## src/rtl/core/apsp_pkg.sv

```systemverilog
// ---------------------------------------------------------------------------
// Shortest path package
// Distance type, request codes, saturating path arithmetic and cell control.
// ---------------------------------------------------------------------------
package apsp_pkg;

	localparam int DIST_W = 20;

	// Bit DIST_W is the infinite flag, the bits below it the distance.
	typedef logic [DIST_W:0] dist_t;

	localparam dist_t INF_VAL      = {1'b1, {DIST_W{1'b0}}};
	localparam dist_t DIST_MAX_VAL = {1'b0, {DIST_W{1'b1}}};

	localparam logic [1:0] OP_LOAD = 2'd0;
	localparam logic [1:0] OP_RUN  = 2'd1;
	localparam logic [1:0] OP_READ = 2'd2;

	typedef struct packed {
		logic  shift;
		logic  relax;
		logic  capture;
		logic  load;
		dist_t ld_val;
	} cell_ctrl_t;

	// Infinity absorbs, a finite sum saturates.
	function automatic dist_t path_sum(dist_t a, dist_t b);
		logic [DIST_W:0] s;
		s = {1'b0, a[DIST_W-1:0]} + {1'b0, b[DIST_W-1:0]};
		if (a[DIST_W] || b[DIST_W])
			return INF_VAL;
		if (s[DIST_W])
			return DIST_MAX_VAL;
		return {1'b0, s[DIST_W-1:0]};
	endfunction

	// True when the candidate is strictly shorter than the current entry.
	function automatic logic shorter(dist_t cand, dist_t cur);
		if (cand[DIST_W])
			return 1'b0;
		if (cur[DIST_W])
			return 1'b1;
		return cand[DIST_W-1:0] < cur[DIST_W-1:0];
	endfunction

endpackage

```

## src/rtl/core/apsp_cell.sv

```systemverilog
// ---------------------------------------------------------------------------
// Shortest path column cell
// Holds one matrix column as a rotating line and relaxes its head entry.
// ---------------------------------------------------------------------------
module apsp_cell #(
	parameter int DEPTH = 16
) (
	input  logic                clk,
	input  apsp_pkg::cell_ctrl_t ctrl,
	input  logic                col_ok,
	input  logic                sel,
	input  apsp_pkg::dist_t     dik,
	output apsp_pkg::dist_t     head
);
	import apsp_pkg::*;

	dist_t line_q [DEPTH];
	dist_t rowk_q;
	dist_t via;
	dist_t nxt;

	assign head = line_q[0];

	always_comb begin
		via = path_sum(dik, rowk_q);
		nxt = (ctrl.relax && col_ok && shorter(via, line_q[0])) ? via : line_q[0];
	end

	always_ff @(posedge clk) begin
		if (ctrl.shift) begin
			for (int d = 0; d < DEPTH - 1; d++)
				line_q[d] <= line_q[d+1];
			line_q[DEPTH-1] <= nxt;
		end else if (ctrl.load && sel) begin
			line_q[0] <= ctrl.ld_val;
		end
		if (ctrl.capture)
			rowk_q <= line_q[0];
	end

endmodule

```

## config.mk

```make
export PLATFORM = sky130hd
export DESIGN_NAME = apsp_cell
export DESIGN_NICKNAME = d
export VERILOG_FILES = /design/src/rtl/core/apsp_pkg.sv /design/src/rtl/core/apsp_cell.sv
export SDC_FILE = /design/constraint.sdc
export NUM_CORES = 1
export LEC_CHECK = 0
export ABC_CLOCK_PERIOD_IN_PS = 5920
export BUFFER_PORTS_ARGS = -buffer_cell sky130_fd_sc_hd__buf_2
export CAP_MARGIN = 40
export CORE_ASPECT_RATIO = 0.6
export CORE_MARGIN = 10
export CORE_UTILIZATION = 54
export CTS_BUF_LIST = sky130_fd_sc_hd__clkbuf_8
export DETAILED_ROUTE_END_ITERATION = 6
export PLACE_DENSITY = 0.76
export SYNTH_ARGS = -nofsm -noshare
export SYNTH_HDL_FRONTEND = slang
export SYNTH_SLANG_ARGS = --single-unit
```

## constraint.sdc

```tcl
create_clock -name clk -period 5.92 [get_ports clk]
set_input_delay 0.592 -clock clk [delete_from_list [all_inputs] [get_ports clk]]
set_output_delay 0.592 -clock clk [all_outputs]
set_load 0.05 [all_outputs]
```

Word-level counts from Yosys, hierarchy flattened

Memory sizes are Yosys's and may differ from the RTL's.
Cells that the tools add are included.

Flip-flop bits (word level): 21
Bits in writable memories: 336
Input bits: 49
Output and inout bits: 21
Memories: 1

Add/subtract/negate cells: 1
Magnitude comparators: 1
Mux-type cells: 21
Bitwise logic cells: 1
Reductions and logical operators: 4

Memory list:

| name   | words | bits a word | rd ports | clocked after Yosys merged registers in | wr ports | RTL line        | text |
|---|---|---|---|---|---|---|---|
| line_q | 16    | 21          | 16       | 0                                       | 16       | apsp_cell.sv:17 | `dist_t line_q [DEPTH];` |

Operator list:

| cell                                      | count |
|---|---|
| 21-bit 2-to-1 mux                         | 6 |
| 20-bit by 20-bit adder with 21-bit output | 1 |
| 20-bit less-than comparator               | 1 |
| 1-bit 2-to-1 mux                          | 15 |
| 1-bit logical AND                         | 3 |
| 1-bit logical OR                          | 1 |
| 1-bit bitwise OR                          | 1 |

Longest topological paths before layout

Depth after elaboration: 11
Mapped depth: 18

Least setup slack after synthesis

No wires, ideal clock.

Kind: input to register
Start point: input port dik[0]
End point: memory line_q[0][317] in the netlist's numbering, data pin
Setup time: 0.260 ns
Arrival time: 4.440 ns
Data required time: 5.660 ns
Setup slack: 1.220 ns
Stages on the path: 18
Buffers on the path: 1
Cell sequence: ha_1 fa_1 a21oi_1 o211ai_1 a211oi_4 o221ai_4 a211oi_1 mux2i_1 and2_1 ha_1 a21o_1 a21o_1 a221oi_1 nand2_1 o31ai_1 a21oi_2 buf_6 mux2_4

RTL lines:

| element            | RTL line        | text |
|---|---|---|
| start: declaration | apsp_cell.sv:12 | `input apsp_pkg::dist_t dik,` |
| end: declaration   | apsp_cell.sv:17 |  |

==> impl_metrics.csv <==
group,metric,value,unit
clocking,h-tree-depth,2,
layout,n_antenna_cell,0,
clocking,cts_buffers,49,
detailed_routing,drcViolationCount,0,
sta,setup_viol,0,
layout,final_util,0.611,
setup_path,required,6.26,ns
sta,drv_slew,0,
synthesis,synth_ff_type,"edfxtp_1",
sta,whs,0.298,ns
layout,mostFrequentLayoutCell,"edfxtp_1",
sta,finalHoldViolCount,0,
grt,grt_pass1_wl,36600,um
die,coreArea,24100,um2
layout,nets,869,
die,dieArea,31200,um2
detailed_routing,first_iter_violations,641,
layout,design_area,14700,um2
synthesis,post_synth_num_cell_types,58,
clocking,cts_resized,0,
synthesis,ys_warn_count,0,
clocking,post-cts-setup-buffers,0,
clocking,cts.clk_slew.worst_paths,0.08,ns
die,io_pins,70,
clocking,clockBufferDepth,3,
power,ir_worst_vdd,0.000228,V
detailed_routing,vias,6173,
sta,tightest_slew,0.954,ns
grt,antenna_found_initial,2,
synthesis,async_flop_share,0,
job,max_cap_violations,0,
grt,grt_start_max_net_pins,177,
grt,grt_use_total,0.150,
synthesis,synth-simple-area-share,0.0326,
clocking,hold_buffers,0,
detailed_routing,route.final.wire_length,23400,um
sta,skew,0.0273,ns
place,place_congestion,0.893,
synthesis,seq_area_frac_synth,0.815,
outcome,outcome,"finished clean",
detailed_routing,ant_nets,0,
die,start_util,0.547,
clocking,clkSinkCount,357,
power,total_leakage_power,5.47,nW
detailed_routing,post_drt_wl_per_cell,20.6,um
synthesis,synth.avg_cell_area,19.2,um2
detailed_routing,avgViaCountPerCell,5.43,
layout,syn_to_final_growth,11.7,%
die,die_x,221,um
setup_path,worstSetupPathType,"register to register",
die,row_count,44,
sta,worst_slack,0.266,ns
grt,grt_pass1_vias,6309,
setup_path,critPathCaptureType,"register",
place,place_ws,-0.0887,ns
sta,rsz0062_at_grt,"false",
synthesis,syn_area,13200,um2
sta,fin_crit_sh,0.955,
sta,slew_headroom,0.364,
layout,drive_above_1_share,0.194,
sta,max_freq,177,MHz
synthesis,syn_inst,684,
synthesis,synth_compound_area_frac,0.0600,
setup_path,cp.arrival,5.99,ns
synthesis,synth_top_family_by_area,"compound AO/OA/AOI/OAI gates",
clocking,clkLatencyLatePin,0.58,ns
clocking,cts_tree,"built",
synthesis,synthMuxAreaShare,0.0219,
setup_path,critPathMaxFanout,11,
synthesis,synthAdderAreaFrac,0.0386,
power,p_per_area,357,nW/um2
place,hpwlAfterDp,14900,um
synthesis,synth_seq_cells,357,
place,port-buffer-count,69,
die,dieHeight,141,um
detailed_routing,first_pass_iters,5,
place,dpl_cell_area,13800,um2
clocking,ctsRootBufferMaster,"clkbuf_8",
synthesis,synth_edf_count,357,
synthesis,synthXorXnorAreaFrac,0.00733,
setup_path,worstSetupStartpointType,"register",
synthesis,synth_nets,773,
worst_hold_path,worstHoldPathType,"input port to register",
sta,fin_crit,5.65,ns
grt,grt_overflow_total,0,
layout,layout_common_cells,"edfxtp_1 (357), buf_2 (68), clkbuf_8 (49), ha_1 (39), inv_1 (35)",
## registers in the layout (all words and copies together) (netlist names)
| signal | count |
|---|---|
| line_q | 336 |
| rowk_q | 21 |
## synthesized netlist by cell type (5+ instances only)
master,number,share of area
a211oi_1,8,0.0046
edfxtp_1,357,0.82
a21oi_1,21,0.0080
a22o_1,21,0.014
a21o_1,9,0.0051
nand3_1,5,0.0019
ha_1,39,0.037
nor2_1,32,0.0091
xnor2_1,6,0.0040
inv_1,29,0.0083
buf_4,22,0.013
o21ai_0,10,0.0038
clkbuf_1,8,0.0023
xor2_1,5,0.0033
mux2i_1,13,0.0099
nor3_1,7,0.0027
nand2_1,17,0.0049
mux2_4,9,0.010
## per-stage QoR
| stage | std cells | power (W) | setup TNS [ns] |
|---|---|---|---|
| floorplan | 684 | 0.00334 | 0 |
| global placement | 1050 | 0.00350 | 0 |
| detailed placement | 1051 | 0.00352 | -0.357 |
| CTS | 1137 | 0.00532 | 0 |
| global route | 1137 | 0.00549 | 0 |
| finish | 1137 | 0.00524 | 0 |
## logic make-up (layout without fill, tap and decap cells)
| kind of cell | Yosys count | count (layout) |
|---|---|---|
| flops | 357 | 357 |
| xor+xnor | 11 | 11 |
| mux | 24 | 24 |
| fa+ha+maj | 40 | 40 |
| buf+inv | 61 | 192 |
| simple gates | 88 | 88 |
| compound gates | 103 | 103 |
## routing by layer
layer | track usage | share of wire | up-vias
met2 | 0.202 | 0.40 | 186
met5 | 0 | 0.00056 | -
li1 | - | - | 2857
met4 | 0.0481 | 0.020 | 2
met1 | 0.228 | 0.50 | 3080
met3 | 0.0448 | 0.073 | 48
## critical path: stages (launching register included)
cell       delay [ns]
edfxtp_1         0.36
ha_1             0.24
fa_1             0.42
a21oi_1          0.25
o211ai_1         0.19
a211oi_4         0.39
o221ai_4         0.24
a211oi_1         0.26
mux2i_1          0.16
and2_1           0.19
ha_1             0.29
nand4_1          0.12
nor3_1           0.41
o2111ai_1        0.20
a32oi_1          0.27
o31ai_1          0.12
a21oi_2          0.55
buf_4            0.37
mux2_2           0.36
## final cells by class
type                    instances  area (um2)
flip-flops and latches        357       10700
fillers                      1740        9360
multi-input cells             266        2110
clock buffers                  49         674
repair buffers                 77         448
well taps                     322         403
clock inverters                37         229
inverters                      29         109
## power breakdown
| part | internal, W | switching, W | leakage (nW) |
|---|---|---|---|
| sequential | 0.00297 | 0.0000608 | 3.52 |
| combinational | 0.000151 | 0.000284 | 1.47 |
| clock | 0.000902 | 0.000872 | 0.483 |
## path summary, 6_finish.rpt
kind | startpoint | to | slack (ns) | cells after the start
setup / recovery | rowk_q[0] | line_q[0][333] | 0.27 | 18
hold / removal | ctrl[5] | line_q[0][5] | 0.30 | 2
setup reg to reg | rowk_q[0] | line_q[0][333] | 0.27 | 18
hold reg to reg | line_q[0][290] | line_q[0][269] | 0.41 | 0
No activity file was read; power rests on OpenSTA's default activity.
